`src/rtl/yaz0_stream_decompressor_unit_assert.svh`:
```
// assertion macros for the yaz0 stream decompressor
// used by the top level only
`ifndef YAZ0_STREAM_DECOMPRESSOR_UNIT_ASSERT_SVH
`define YAZ0_STREAM_DECOMPRESSOR_UNIT_ASSERT_SVH
// implication checked on every clock edge out of reset
`define Y0_ASSERT_IMP(lbl, ante, cons) \
  lbl: assert property (@(posedge clk_i) disable iff (!rst_ni) (ante) |-> (cons)) \
    else $error("assertion failed");
// next-cycle implication
`define Y0_ASSERT_NXT(lbl, ante, cons) \
  lbl: assert property (@(posedge clk_i) disable iff (!rst_ni) (ante) |=> (cons)) \
    else $error("assertion failed");
`endif

```
`src/rtl/yaz0_pkg.sv`:
```
// package for the yaz0 stream decompressor: types and constants
// no dependencies
`timescale 1ns / 1ps
package yaz0_pkg;
  localparam int unsigned HdrLen = 16;
  typedef enum logic [1:0] {
    PH_HEADER = 2'd0,
    PH_TOKEN  = 2'd1,
    PH_REF2   = 2'd2,
    PH_REF3   = 2'd3
  } phase_e;
  // command from the parser to the copy engine
  typedef struct packed {
    logic        is_ref;
    logic        err;
    logic [7:0]  lit;
    logic [11:0] ofs;    // distance minus one
    logic [8:0]  len;
  } cmd_t;
  typedef enum logic [1:0] {
    EN_IDLE = 2'd0,
    EN_RUN  = 2'd1,
    EN_FLSH = 2'd2
  } eng_e;
endpackage

```
`src/rtl/yaz0_cmd_fifo.sv`:
```
// two-entry command queue between parser and copy engine
// depends on yaz0_pkg
`timescale 1ns / 1ps
module yaz0_cmd_fifo (
  input  logic           clk_i,
  input  logic           rst_ni,
  input  logic           wr_valid_i,
  output logic           wr_stall_o,
  input  yaz0_pkg::cmd_t wr_data_i,
  output logic           rd_valid_o,
  input  logic           rd_i,
  output yaz0_pkg::cmd_t rd_data_o
);
  yaz0_pkg::cmd_t mem_q [2];
  logic       wp_q, rp_q;
  logic [1:0] cnt_q;
  logic       wr, rd;

  assign wr_stall_o = cnt_q[1];
  assign rd_valid_o = cnt_q != '0;
  assign rd_data_o = mem_q[rp_q];
  assign wr = wr_valid_i & ~cnt_q[1];
  assign rd = rd_i & rd_valid_o;

  // storage
  always_ff @(posedge clk_i) begin
    if (wr) mem_q[wp_q] <= wr_data_i;
  end

  // pointers and fill count
  always_ff @(posedge clk_i or negedge rst_ni) begin
    if (!rst_ni) begin
      wp_q <= 1'b0; rp_q <= 1'b0; cnt_q <= '0;
    end else begin
      if (wr) wp_q <= ~wp_q;
      if (rd) rp_q <= ~rp_q;
      cnt_q <= cnt_q + {1'b0, wr} - {1'b0, rd};
    end
  end
endmodule

```
`config.mk`:
```
export PLATFORM = sky130hd
export DESIGN_NAME = yaz0_cmd_fifo
export DESIGN_NICKNAME = d
export VERILOG_FILES = /design/src/rtl/yaz0_stream_decompressor_unit_assert.svh /design/src/rtl/yaz0_pkg.sv /design/src/rtl/yaz0_cmd_fifo.sv
export SDC_FILE = /design/constraint.sdc
export NUM_CORES = 1
export LEC_CHECK = 0
export ABC_AREA = 0
export BUFFER_PORTS_ARGS = -buffer_cell sky130_fd_sc_hd__buf_2
export CORE_MARGIN = 2
export CORE_UTILIZATION = 35
export CTS_BUF_LIST = sky130_fd_sc_hd__clkbuf_4 sky130_fd_sc_hd__clkbuf_8
export DETAILED_ROUTE_END_ITERATION = 7
export GPL_ROUTABILITY_DRIVEN = 1
export SLEW_MARGIN = 0
export SYNTH_ARGS = -nofsm -noshare
export SYNTH_HDL_FRONTEND = slang
export SYNTH_SLANG_ARGS = --single-unit
```
`constraint.sdc`:
```
create_clock -name clk_i -period 2.8 [get_ports clk_i]
set_clock_uncertainty 0.15 [all_clocks]
set_input_delay 0.14 -clock clk_i [delete_from_list [all_inputs] [get_ports clk_i]]
set_output_delay 0.14 -clock clk_i [all_outputs]
set_load 0.01 [all_outputs]
```
Word-level counts from Yosys, hierarchy flattened
Memories as Yosys holds them, arrays and structs flattened.
Index checks and enable logic that the tools add are counted.
Storage, ports and cells
  ROM bits: 0
  latch bits: 0
  logic and storage cells: 14
  flip-flop bits (word level): 4
  memories: 1
  output and inout bits: 33
  memory bits (writable): 62
Memory list
  mem_q: depth 2, bits a word 31, read ports 1, clocked after memory_dff 0, wr ports 1, line yaz0_cmd_fifo.sv:14  | yaz0_pkg::cmd_t mem_q [2];
Operators by class
  multiply operators: 0
  bitwise logic cells: 5
  order comparisons: 0
  equality and inequality tests: 0
  div/mod/pow operators: 0
  add/sub/neg operators: 2
  multiplexer cells: 2
  reductions and logical operators: 1
  shift-type cells: 0
Operators by type and width (number)
  $not 1->1: 3
  $add 2x1->2: 1
  $and 1x1->1: 2
  $mux 1: 2
  $reduce_bool 2->1: 1
  $sub 2x1->2: 1

Depth between registers and ports, before layout
  word-level depth: 4
  depth in mapped cells: 5
  gate-level depth less buffers: 5

Least setup slack after synthesis
No wires, ideal clock.
  kind: register to register
  start point: register cnt_q[1]
  end point: memory mem_q[0][0] (netlist bit) (enable)
  library setup time: 0.419 ns
  stages on the path, launching flop included: 3
  slack: 0.289 ns
  period minus slack after synthesis: 2.511 ns
  data arrival time: 1.942 ns
  required time: 2.231 ns
  cell sequence: dfrtp_1 nand2b_4 nor2_1
On the way
  cells in the longest elaborated chain, start to end: 4
RTL lines
  start, declared: line yaz0_cmd_fifo.sv:16  | logic [1:0] cnt_q;
  start signal, assigned: line yaz0_cmd_fifo.sv:37  | cnt_q <= cnt_q + {1'b0, wr} - {1'b0, rd};
  $not 1->1: line yaz0_cmd_fifo.sv:22  | assign wr = wr_valid_i & ~cnt_q[1];
  $and 1x1->1: line yaz0_cmd_fifo.sv:22
  $mux 1: line yaz0_cmd_fifo.sv:27  | if (wr) mem_q[wp_q] <= wr_data_i;
  $mux 1 (not written as such): line yaz0_cmd_fifo.sv:27
  end, declared: line yaz0_cmd_fifo.sv:14
No other way between the ends.

Worst setup path after layout
  start point: register cnt_q[1]
  end point: memory mem_q[0][13] (netlist bit) (enable)
The elaborated chain is that of the path after synthesis.

==> results.tsv <==
stage	metric	value	unit
synth	ys_types	17	
place	gp_congestion	0.655	
cells_and_area	n_antenna_cell	0	
routing	drc	0	
power	p_sw_share	29.6	%
timing	hold_viol	0	
power	p_leak	0.00144	uW
timing	setup_viol	0	
timing	period_needed	1840	ps
floorplan	initial_utilization	35.9	%
routing	num_vias	1421	
routing	drtPass1Iterations	4	
synth	synthAdderAreaFrac	0.485	%
power	ir_drop	471	uV
power	power_density	894	nW/um^2
clocking	clk_path_buf_depth	2	
routing	top_layer	met4	
cells_and_area	nets	264	
routing	wl_per_cell	13.9	um
worst_setup_path	setup.worst_path.class	flip-flop to flip-flop	
routing	wl_met3	261	um
global_routing	grt-ovfl-total	0	
timing	fin_crit_sh	65.6	%
routing	drt-total-wl	4630	um
global_routing	grt_pass1_vias	1511	
clocking	numCtsBuffers	9	
worst_hold_path	hold_class	input port to flip-flop	
timing	rsz0062_at_grt	false	
floorplan	die_area	8070	sq um
synth	synth.area.mux_share	17.8	%
floorplan	pin_count	68	
cells_and_area	drive_gt1_share	51.5	%
timing	fmax	544	MHz
job	cap_violations	0	
cells_and_area	areaGrowthSynthToFinish	37.7	%
routing	viasPerCell	4.28	
synth	synth_top_family_by_area	multiplexers	
cells_and_area	stdcell_count	332	
synth	synthXorXnorAreaFrac	1.02	%
global_routing	grt_pass1_wl	7200	um
worst_setup_path	start_kind	flip-flop	
global_routing	antenna_found_initial	0	
place	dp_hpwl	2960	um
worst_setup_path	cp_data_required_time	2660	ps
synth	yosysSeqAreaShare	76.1	%
clocking	root_buffer	clkbuf_8	
floorplan	die_x	89.8	um
place	place_inst	282	
power	power_frac_seq	44.0	%
synth	post_synth.cell_area_avg	22.0	sq um
floorplan	die_y	89.8	um
clocking	cts_max_level	3	
clocking	tritoncts	done	
routing	dr_wl_met2	2260	um
clocking	cts_sinks	66	
synth	yosys.area_share.simple	1.75	%
clocking	clk_pin_slew_worst_paths	70	ps
synth	synth-warning-count	0	
place	io_buffers	67	
floorplan	core-area	7180	sq um
worst_setup_path	cp_max_fo	16	
timing	slew_headroom	68.5	%
power	p_int	2240	uW
worst_setup_path	endpoint_kind	flip-flop	
global_routing	grtUsageTotal	11.9	%
synth	ys_ff_latch	66	
floorplan	floorplan.rows	31	
routing	ant_nets	0	
worst_setup_path	cp.arrival	1700	ps
status	status	completed	
synth	syn_inst	117	
global_routing	grt_max_degree	33	
power	p_comb_share	35.2	%
routing	met1_length	2050	um
power	clkPwrFrac	20.8	%
clocking	clkLatencyLatePin	320	ps
power	power.net_switching	939	uW
timing	setup_tns	0	ps
timing	drv_slew	0	
timing	worstMarginPinSlew	471	ps
routing	drt-initial-drc-count	72	
synth	synth_compound_area_share	1.02	%
clocking	post_cts_resized	0	
synth	syn_nets	153	
synth	synth_area	2580	sq um
-- per-stage QoR --
stage | power [uW] | util (%) | area (sq um) | worst slack [ps] | hold slack (ps)
after global routing | 3350 | 49.5 | 3550 | 841 | 31.4
after floorplan | 2180 | - | 2580 | 289 | -306
after detailed placement | 2520 | 42.4 | 3040 | 913 | -197
final | 3170 | 49.5 | 3550 | 962 | 23.1
after global placement | 2500 | 42.4 | 3040 | 973 | -197
after CTS | 3230 | 49.5 | 3550 | 911 | 7.49
-- registers in the layout (all words and copies together) (netlist names) --
signal and cells:
cnt_q 2, mem_q 62, rp_q 1, wp_q 1
-- cell families (layout without fill, tap and decap cells) --
family	after synthesis	count (layout)
XOR/XNOR	3	3
flip-flops	66	66
adder cells (fa/ha/maj)	1	1
buffers and inverters	5	121
AND/OR/NAND/NOR	8	8
AO/OA/AOI/OAI	3	3
multiplexers	31	31
-- power groups by stage --
stage               Combinational [uW]  Clock (uW)  Sequential, uW
finish                            1120         660            1400
global route                      1200         731            1420
CTS                               1140         686            1400
floorplan                          776           0            1410
global placement                  1090           0            1410
detailed placement                1100           0            1420
-- cell usage in the layout (no fill, tap or decap), drive strengths merged --
cell type and n:
a211o 1, a21oi 1, buf 70, clkbuf 10
clkinv 5, clkinvlp 1, dfrtp 4, dlygate4sd3 34
edfxtp 62, ha 1, inv 1, mux2 31
nand2 2, nand2b 2, nor2 3, o31ai 1
or2 1, xnor2 2, xor2 1
-- worst max-delay path, cell delays in order (launching register included) --
cell	delay, ps
dfrtp_1	440
nand2b_4	200
nor2_4	380
buf_4	340
-- Yosys cell counts, drive strengths merged --
cell type / count / area [sq um]
xor2: 1 / 8.76
ha: 1 / 12.5
a211o: 1 / 8.76
edfxtp: 62 / 1860
buf: 4 / 45.0
or2: 1 / 6.26
a21oi: 1 / 5.00
nor2: 3 / 11.3
mux2: 31 / 458
inv: 1 / 3.75
o31ai: 1 / 12.5
xnor2: 2 / 17.5
dfrtp: 4 / 100
nand2: 2 / 7.51
nand2b: 2 / 20.0
-- worst paths after layout --
path / startpoint / end / slack (ps) / cells after the start
worst max-delay path: cnt_q[1] / mem_q[0][13] / 960 / 3
worst min-delay path: wr_valid_i / wp_q / 20 / 3
worst max register to register: cnt_q[1] / mem_q[0][13] / 960 / 3
worst min register to register: wp_q / wp_q / 410 / 1
max in group asynchronous: rst_ni / rp_q / 1770 / 3
min in group asynchronous: rst_ni / wp_q / 550 / 3
-- cell type report --
| cell class | instances | area, sq um |
|---|---|---|
| Timing Repair Buffer | 104 | 711 |
| Tap cell | 99 | 124 |
| Fill cell | 608 | 3630 |
| Clock inverter | 6 | 33.8 |
| Clock buffer | 10 | 131 |
| Multi-Input combinational cell | 46 | 583 |
| Inverter | 1 | 3.75 |
| Sequential cell | 66 | 1960 |
-- per-layer routing --
layer,GRT usage [%],vias up
met5,0,-
met4,5.77,0
met3,3.69,6
met2,19.6,55
met1,14.1,686
li1,-,674
-- what timing repair did --
item                                   4_1_cts  5_1_grt
hold buffers                                34        0
buffers inserted                             0        0
endpoints found under the hold margin       67        0
setup endpoints to repair                    0        0
Power figures use the tool's default switching activity.
