**src/rtl/yaz0_stream_decompressor_unit_assert.svh**
```systemverilog
// assertion macros for the yaz0 stream decompressor
// used by the top level only
`ifndef YAZ0_STREAM_DECOMPRESSOR_UNIT_ASSERT_SVH
`define YAZ0_STREAM_DECOMPRESSOR_UNIT_ASSERT_SVH
// implication checked on every clock edge out of reset
`define Y0_ASSERT_IMP(lbl, ante, cons) \
  lbl: assert property (@(posedge clk_i) disable iff (!rst_ni) (ante) |-> (cons)) \
    else $error("assertion failed");
// next-cycle implication
`define Y0_ASSERT_NXT(lbl, ante, cons) \
  lbl: assert property (@(posedge clk_i) disable iff (!rst_ni) (ante) |=> (cons)) \
    else $error("assertion failed");
`endif

```
**src/rtl/yaz0_pkg.sv**
```systemverilog
// package for the yaz0 stream decompressor: types and constants
// no dependencies
`timescale 1ns / 1ps
package yaz0_pkg;
  localparam int unsigned HdrLen = 16;
  typedef enum logic [1:0] {
    PH_HEADER = 2'd0,
    PH_TOKEN  = 2'd1,
    PH_REF2   = 2'd2,
    PH_REF3   = 2'd3
  } phase_e;
  // command from the parser to the copy engine
  typedef struct packed {
    logic        is_ref;
    logic        err;
    logic [7:0]  lit;
    logic [11:0] ofs;    // distance minus one
    logic [8:0]  len;
  } cmd_t;
  typedef enum logic [1:0] {
    EN_IDLE = 2'd0,
    EN_RUN  = 2'd1,
    EN_FLSH = 2'd2
  } eng_e;
endpackage

```
**src/rtl/yaz0_parse.sv**
```systemverilog
// front part: header, code byte and token parsing into copy commands
// depends on yaz0_pkg
`timescale 1ns / 1ps
module yaz0_parse (
  input  logic               clk_i,
  input  logic               rst_ni,
  input  logic               in_valid_i,
  output logic               in_stall_o,
  input  logic [7:0]         in_byte_i,
  input  logic               stream_start_i,
  input  logic               eng_busy_i,
  input  logic [31:0]        out_count_i,
  input  logic               done_i,
  output logic               start_o,
  output logic [31:0]        size_o,
  output logic               hdr_end_o,
  output logic               cmd_valid_o,
  output yaz0_pkg::cmd_t     cmd_o,
  input  logic               cmd_stall_i
);
  yaz0_pkg::phase_e phase_q, phase_d;
  logic [3:0]  hcnt_q, hcnt_d;
  logic [7:0]  bits_q, bits_d, mask_q, mask_d;
  logic [15:0] tok_q, tok_d;
  logic [31:0] size_q, size_d;
  logic        acc, done_eff;
  logic [12:0] dist1;

  // the engine must have finished so out_count and done are settled
  assign in_stall_o = eng_busy_i | cmd_stall_i;
  assign acc = in_valid_i & ~in_stall_o;
  assign start_o = acc & stream_start_i;
  assign size_o = size_d;

  // parser next state
  always_comb begin
    phase_d = phase_q; hcnt_d = hcnt_q; bits_d = bits_q; mask_d = mask_q;
    tok_d = tok_q; size_d = size_q;
    cmd_valid_o = 1'b0; cmd_o = '0; hdr_end_o = 1'b0;
    done_eff = done_i;
    dist1 = '0;
    if (acc && stream_start_i) begin
      phase_d = yaz0_pkg::PH_HEADER; hcnt_d = '0; bits_d = '0; mask_d = '0;
      tok_d = '0; size_d = '0; done_eff = 1'b0;
    end
    if (acc && !done_eff) begin
      case (phase_d)
        yaz0_pkg::PH_TOKEN: begin
          if (mask_d == '0) begin
            bits_d = in_byte_i; mask_d = 8'h80;
          end else if ((bits_d & mask_d) != '0) begin
            mask_d = mask_d >> 1;
            cmd_valid_o = 1'b1; cmd_o.lit = in_byte_i; cmd_o.len = 9'd1;
          end else begin
            tok_d = {in_byte_i, 8'h00}; phase_d = yaz0_pkg::PH_REF2;
          end
        end
        yaz0_pkg::PH_REF2: begin
          tok_d = {tok_d[15:8], in_byte_i};
          if (tok_d[15:12] != '0) begin
            mask_d = mask_d >> 1; phase_d = yaz0_pkg::PH_TOKEN;
            cmd_valid_o = 1'b1; cmd_o.is_ref = 1'b1;
            cmd_o.len = 9'(tok_d[15:12]) + 9'd2;
          end else begin
            phase_d = yaz0_pkg::PH_REF3;
          end
        end
        yaz0_pkg::PH_REF3: begin
          mask_d = mask_d >> 1; phase_d = yaz0_pkg::PH_TOKEN;
          cmd_valid_o = 1'b1; cmd_o.is_ref = 1'b1;
          cmd_o.len = 9'(in_byte_i) + 9'd18;
        end
        default: begin
          if (hcnt_d[3:2] == 2'b01) size_d = {size_d[23:0], in_byte_i};
          hcnt_d = hcnt_d + 4'd1;
          if (hcnt_d == '0) begin
            phase_d = yaz0_pkg::PH_TOKEN; mask_d = '0; hdr_end_o = 1'b1;
          end else begin
            phase_d = yaz0_pkg::PH_HEADER;
          end
        end
      endcase
      cmd_o.ofs = tok_d[11:0];
      dist1 = 13'(tok_d[11:0]) + 13'd1;
      if (cmd_o.is_ref && (stream_start_i || {19'd0, dist1} > out_count_i))
        cmd_o.err = 1'b1;
    end
  end

  // parser registers
  always_ff @(posedge clk_i or negedge rst_ni) begin
    if (!rst_ni) begin
      phase_q <= yaz0_pkg::PH_HEADER; hcnt_q <= '0; bits_q <= '0; mask_q <= '0;
      tok_q <= '0; size_q <= '0;
    end else begin
      phase_q <= phase_d; hcnt_q <= hcnt_d; bits_q <= bits_d; mask_q <= mask_d;
      tok_q <= tok_d; size_q <= size_d;
    end
  end
endmodule

```
**config.mk**
```make
export PLATFORM = sky130hd
export DESIGN_NAME = yaz0_parse
export DESIGN_NICKNAME = d
export VERILOG_FILES = /design/src/rtl/yaz0_stream_decompressor_unit_assert.svh /design/src/rtl/yaz0_pkg.sv /design/src/rtl/yaz0_parse.sv
export SDC_FILE = /design/constraint.sdc
export NUM_CORES = 1
export LEC_CHECK = 0
export BUFFER_PORTS_ARGS = -buffer_cell sky130_fd_sc_hd__buf_2
export CAP_MARGIN = 20
export CORE_MARGIN = 1.5
export CORE_UTILIZATION = 40
export DETAILED_ROUTE_END_ITERATION = 6
export SYNTH_ARGS = -nofsm -noshare
export SYNTH_HDL_FRONTEND = slang
export SYNTH_SLANG_ARGS = --single-unit
```
**constraint.sdc**
```tcl
create_clock -name clk_i -period 6.5 [get_ports clk_i]
set_input_delay 0.65 -clock clk_i [delete_from_list [all_inputs] [get_ports clk_i]]
set_output_delay 0.65 -clock clk_i [all_outputs]
set_load 0.1 [all_outputs]
```
Word-level counts from Yosys, hierarchy flattened
Index checks and enable logic that the tools add are counted.

cells by class
  bitwise operators = 5
  reduce and logical (&&, ||, !) cells = 10
  add/sub/neg operators = 4
  magnitude comparators = 1
  multiplexer cells = 51
  equal/unequal tests = 4

operators by type and width
  kind                                                                    number
  32-bit two-way mux                                                      4
  8-bit two-way mux                                                       13
  16-bit two-way mux                                                      5
  13-bit by 32-bit greater-than comparator with 1-bit output              1
  16-bit case mux with 2 select lines                                     1
  31-bit two-way mux                                                      1
  9-bit case mux with 3 select lines                                      1
  8-bit case mux with 3 select lines                                      1
  12-bit by 1-bit adder with 13-bit output (second input constant)        1
  1-bit two-way mux                                                       13
  4-bit two-way mux                                                       3
  2-bit two-way mux                                                       5
  8-bit by 5-bit adder with 9-bit output (second input constant)          1
  8-bit bitwise AND                                                       1
  8-bit zero test                                                         1
  8-bit nonzero test                                                      1
  2-bit case mux with 3 select lines                                      1
  4-bit by 2-bit adder with 5-bit output (second input constant)          1
  5-bit two-way mux                                                       1
  4-bit by 1-bit adder with 4-bit output (second input constant)          1
  2-bit by 1-bit equality test with 1-bit output (second input constant)  2
  2-bit equality test (second input constant)                             2
  4-bit zero test                                                         1
  4-bit nonzero test                                                      1
  other kinds (9)                                                         12

storage, ports and cells
  logic and storage cells = 81
  flip-flop bits (word level) = 70

Longest topological paths before layout
Gate-level depths: netlist of the first run.

  depth after elaboration = 17
  depth in mapped cells = 24
  mapped depth without buffers = 20

Least setup slack after synthesis of the first run
No wires, ideal clock.

  kind = input to output
  from = input eng_busy_i
  to = output cmd_o[29] (netlist bit)
  data arrival time = 7.102 ns
  cell stages on the path = 13
  required time = 5.850 ns
  slack = -1.252 ns
  path through = nand4bb_1 > buf_4 > buf_2 > clkbuf_1 > nand2_1 > inv_1 > ha_1 > inv_1 > nor2_1 > nor2_1 > nor4b_1 > nand2_1 > a21oi_1

RTL lines
  element             RTL line          text
  start: declaration  yaz0_parse.sv:11  input logic eng_busy_i,
  end: declaration    yaz0_parse.sv:18  output yaz0_pkg::cmd_t cmd_o,

==> results of run 1 <==
-- cells by family after synthesis --
kind of cell	Yosys count	synth area share [%]
fa+ha+maj	21	5.94
buf+inv	50	5.06
compound gates	116	19.3
flops	70	39.6
simple gates	224	26.1
xor+xnor	20	3.96
-- synthesized netlist by cell type, drive strengths merged, types with 2 or more instances --
master	instances
a21oi	34
a32oi	3
a211oi	4
inv	20
a22o	6
and2	19
nand2	105
nor4b	2
dfrtp	70
nor3	5
xor2	10
a31o	3
nand4	8
xnor2	10
a32o	5
a31oi	5
or2	3
o211ai	2
nor3b	2
clkbuf	14
o21a	3
or3	3
and4	2
nand3	26
nor4	8
nand2b	3
o21ai	14
buf	16
a22oi	15
a21o	15
a21boi	2
nor2	29
and3	4
ha	21
-- registers in the layout (all words and copies together) (netlist names) --
register and count:
bits_q 8, size_q 32, phase_q 2, hcnt_q 4
mask_q 8, tok_q 16
-- metrics by stage --
stage | cells | utilization, % | total power, W
after global placement | 728 | 47.1 | 0.000726
after CTS | 744 | 48.9 | 0.00109
after global routing | 745 | 49.2 | 0.00113
after floorplan | 501 | - | 0.000668
after detailed placement | 728 | 47.1 | 0.000731
final | 745 | 49.2 | 0.00108
-- how the worst max path moves through the flow --
stage,start,end,slack [ps],cells past startpoint
floorplan,eng_busy_i,cmd_o[29],360,22
global placement,eng_busy_i,cmd_o[29],960,19
detailed placement,eng_busy_i,cmd_o[29],750,19
CTS,eng_busy_i,cmd_o[29],710,19
global route,eng_busy_i,cmd_o[29],240,20
finish,eng_busy_i,cmd_o[29],710,19
-- power by group --
| group | internal (W) | switching (W) | leakage [nW] |
|---|---|---|---|
| Sequential | 0.000460 | 0.0000145 | 0.974 |
| Clock | 0.000179 | 0.000182 | 0.0891 |
| Combinational | 0.0000539 | 0.000194 | 1.65 |
-- metal layers --
layer  vias to the layer above  track usage [%]  wire, um
met3                         6             4.40       951
met1                      1917             31.6      5660
met2                       141             34.0      5550
met4                         0             4.61        58
met5                         -                0         0
li1                       1958                -         -
-- cell type report --
class	count	area [sq um]
clock buffers	10	128
well taps	140	175
flip-flops and latches	70	1750
inverters	20	75.1
repair buffers	118	638
fillers	1068	5490
clock inverters	6	70.1
multi-input cells	381	2470
==> flow_summary.toml, run 1 <==
[routing]
via_per_inst = 5.40
drc_errors = 0
firstDrtPassIters = 6
wl_per_cell_um = 16.4
num_vias = 4022
drt_first_iter_violations = 402
ant_nets = 0
routed_wl_um = 12200

[setup_path]
cpPeakStageDelay_ps = 510
crit_path_frequent_cell = "ha_1"
critPathCaptureType = "output port"
r2r_slack_ps = 4190
start_kind = "primary input"
critical_path.top_delay_family = "simple AND/OR/NAND/NOR gates"
crit_path_top_delay_cell = "or4b_1"
r2r-start = "mask_q[4]$_DFF_PN0_"
path_class = "primary input to output port"
critPathBufInv = 2
arrival_ps = 5140
crit_required_ps = 5850
cp_max_fo = 9
crit_path_cell_trace = "buf_2 > nand4bb_2 > nand2_1 > ha_1 > a21oi_1 > and2_4 > a22o_1 > ha_1 > nor3b_2 > or4b_1 > xor2_1 > ha_1 > and3_1 > nand3_1 > nor4_1 > nand2_1 > a21o_1 > a21oi_2 > buf_12"
r2r_end = "mask_q[7]$_DFF_PN0_"
reg2reg_depth = 5

[sta]
skew_ps = 15.8
layout_setup_ws_ps = 713
rsz0062_at_grt = "no"
worst_slew_pin_slew_ps = 954
finalSetupViolations = 0
fin_crit_sh_pct = 89.0
final_hold_viol_count = 0
fin_tns_setup_ps = 0
maxSlewViolCount = 0
fin_crit_ps = 5790
fmax_mhz = 173
fin_hold_ws_ps = 491
slew_headroom_pct = 36.3

[clock_network]
clk_latency_ps = 350
cts_root_buffer = "clkbuf_8"
cts_tree = "done"
cts_setup_buffers = 0
cts_buffers = 9
clk_pin_slew_ps = 80
cts_hold_buf = 0
cts.sinks = 70
clk_path_buf_depth = 2
cts-resized-gates = 0
h-tree-depth = 3

[yosys]
syn_area_sq_um = 4420
synth_seq_cells = 70
syn_avg_cell_area_sq_um = 8.83
synth-seq-area-share_pct = 39.6
ys.warnings.count = 0
async_reset_ff_share_pct = 100
synth_top_area_share_pct = 39.6
syn_inst = 501
synth-edff-count = 0
synth_ff_type = "dfrtp_1"
yosys.area.top_type = "dfrtp_1"
yosys-top-cells-area = "dfrtp_1, nand2_1, ha_1, a21oi_1, nand3_1"
syn_nets = 569
ys_types = 64

[global_routing]
antenna_found_initial = 0
grt_max_degree = 71
overflow = 0
grt_pass1_wl_um = 20000
grt.total_usage_pct = 21.9
grt_pass1_vias = 3870

[cells_and_area]
antenna_cells = 0
layout-drive-gt1-share_pct = 27.4
nNetsFinal = 668
areaGrowthSynthToFinish_pct = 20.0
layout_common_cells = "buf_2, nand2_1, dfrtp_1"
fin_area_sq_um = 5310
final_common_cell = "buf_2"

[placed_design]
place_congestion = 0.836
dp_hpwl_um = 8880
placed_area_sq_um = 5080
pre_cts_slack_ps = 751
portBuffers = 113

[die]
die_height_um = 108
row_count = 38
die_w_um = 108
initial_core_util_pct = 41.0
io_pins = 114
die_area_sq_um = 11700
design.core.area_sq_um = 10800

[power]
vdd_ir_drop_max_v = 0.000116
p_per_area_nw_per_um2 = 204
p_leak_nw = 2.71

[min_path]
hold_class = "primary input to async pin"

[status]
status = "completed"

[job]
maxCapViolations = 0
(Power assumes the default switching activity.)
==> run 2: changes to the inputs <==
Settings changed: CORE_ASPECT_RATIO set to 1.2.
==> flow_summary.toml, run 2 (synthesis gave the netlist of run 1 again) <==
[status]
status = "finished with violations"
violations = "DRC"

[setup_path]
crit_path_top_delay_cell = "or4b_1"
path_class = "primary input to output port"
arrival_ps = 4960
crit_required_ps = 5850
critPathBufInv = 3
r2r-start = "phase_q[1]$_DFF_PN0_"
start_kind = "primary input"
r2r_slack_ps = 4170
critical_path.top_delay_family = "simple AND/OR/NAND/NOR gates"
crit_path_frequent_cell = "ha_1"
cp_max_fo = 7
cpPeakStageDelay_ps = 490
reg2reg_depth = 7
crit_path_cell_trace = "buf_2 > nand4bb_2 > nand2_1 > ha_1 > inv_1 > a21oi_1 > and2_4 > a22o_1 > ha_1 > nor3b_2 > or4b_1 > xor2_1 > ha_1 > and3_1 > nand3_1 > nor4_1 > nand2_1 > a21o_1 > a21oi_2 > buf_12"
critPathCaptureType = "output port"
r2r_end = "tok_q[4]$_DFF_PN0_"

[power]
p_leak_nw = 2.78
p_per_area_nw_per_um2 = 233
combPwrFrac_pct = 19.5
p_sw_w = 0.000409
swShare_pct = 32.4
p_int_w = 0.000855
vdd_ir_drop_max_v = 0.000106
p_clk_share_pct = 42.9
p_seq_share_pct = 37.6

[clock_network]
cts_buffers = 9
cts_setup_buffers = 0
cts_hold_buf = 0
h-tree-depth = 3
cts_root_buffer = "clkbuf_16"
cts_tree = "done"
cts.sinks = 70
clk_latency_ps = 340
clk_path_buf_depth = 2
clk_pin_slew_ps = 60
cts-resized-gates = 0

[die]
die_area_sq_um = 11700
die_w_um = 99.0
design.core.area_sq_um = 10600
row_count = 41
initial_core_util_pct = 41.6
io_pins = 114
die_height_um = 118

[cells_and_area]
top_register = "size_q"
layout-drive-gt1-share_pct = 27.5
final_common_cell = "buf_2"
areaGrowthSynthToFinish_pct = 22.5
fin_area_sq_um = 5420
antenna_cells = 0
reg.largest.list = "size_q x32, tok_q x16"
nNetsFinal = 667
layout_common_cells = "buf_2, nand2_1, dfrtp_1"
largest_reg_flops = 32

[routing]
routed_wl_um = 12500
wl_per_cell_um = 17.0
via_per_inst = 5.57
wl_met1_um = 5020
num_vias = 4085
wl_met3_um = 680
drc_errors = 7
ant_nets = 0
dr.max_layer_used = "met4"
drt_first_iter_violations = 180
wl_met2_um = 6350
firstDrtPassIters = 7

[global_routing]
antenna_found_initial = 0
overflow = 0
grt_pass1_vias = 4195
grt_max_degree = 71
grt.total_usage_pct = 22.3
grt_pass1_wl_um = 20700

[placed_design]
place_congestion = 0.933
dp_hpwl_um = 9330
portBuffers = 113
placed_area_sq_um = 5060

[sta]
fin_crit_sh_pct = 86.3
worst_slew_pin_slew_ps = 1050
slew_headroom_pct = 30.0
final_hold_viol_count = 0
fin_tns_setup_ps = 0
skew_ps = 8.95
fmax_mhz = 178
fin_hold_ws_ps = 484
maxSlewViolCount = 0
fin_crit_ps = 5610
finalSetupViolations = 0
rsz0062_at_grt = "no"

[min_path]
holdPathEnd = "size_q[24]$_DFF_PN0_"
holdCritStartpoint = "size_q[16]$_DFF_PN0_"
hold_class = "flop to flop"
whs_path_depth = 2

[job]
maxCapViolations = 0
[run 2: cell types whose count changed in the layout (fill, tap and decap cells not counted), sizes merged]
cell,delta
inv,+2
clkbuf,-1
bufinv,+1
clkinvlp,-3
buf,-1
clkinv,+1
[run 2: power groups by stage]
stage	sequential, W	combinational (W)	clock, W
CTS	0.000475	0.000247	0.000555
global placement	0.000483	0.000245	0
global route	0.000479	0.000264	0.000575
finish	0.000476	0.000246	0.000542
floorplan	0.000480	0.000188	0
detailed placement	0.000483	0.000246	0
[run 2: worst min-delay path, stage by stage, from the launching register on]
cell and delay [ps]:
dfrtp_1 340, nand2_1 50, nand2_1 60
[run 2: worst max path at each step]
| stage | start | to | slack, ps | cells past startpoint |
|---|---|---|---|---|
| 4_1_cts | eng_busy_i | cmd_o[29] | 920 | 20 |
| 3_3_place_gp | eng_busy_i | cmd_o[29] | 1070 | 19 |
| 5_1_grt | eng_busy_i | cmd_o[29] | 580 | 19 |
| 3_5_place_dp | eng_busy_i | cmd_o[29] | 930 | 20 |
| 2_1_floorplan | eng_busy_i | cmd_o[29] | 360 | 22 |
| 6_report | eng_busy_i | cmd_o[29] | 890 | 20 |
[run 2: metal layers]
layer  track usage [%]  vias to the layer above
met5                 0                        -
met4              10.4                        0
met3              4.61                       32
met2              39.7                      152
met1              25.2                     1939
li1                  -                     1962
[run 2: through the flow]
stage | total power [W] | cells | setup WS, ps | util, %
4_1_cts | 0.00128 | 732 | 917 | 50.7
3_3_place_gp | 0.000728 | 716 | 1070 | 47.6
5_1_grt | 0.00132 | 733 | 577 | 51.0
6_report | 0.00126 | 733 | 891 | 51.0
3_5_place_dp | 0.000730 | 716 | 933 | 47.6
2_1_floorplan | 0.000668 | 501 | 364 | -
[run 2: final cells by class]
type / instances / area (sq um)
Multi-Input combinational cell: 381 / 2470
Clock inverter: 7 / 104
Sequential cell: 70 / 1750
Inverter: 20 / 75.1
Fill cell: 1027 / 5200
Clock buffer: 9 / 225
Timing Repair Buffer: 117 / 631
Tap cell: 129 / 161
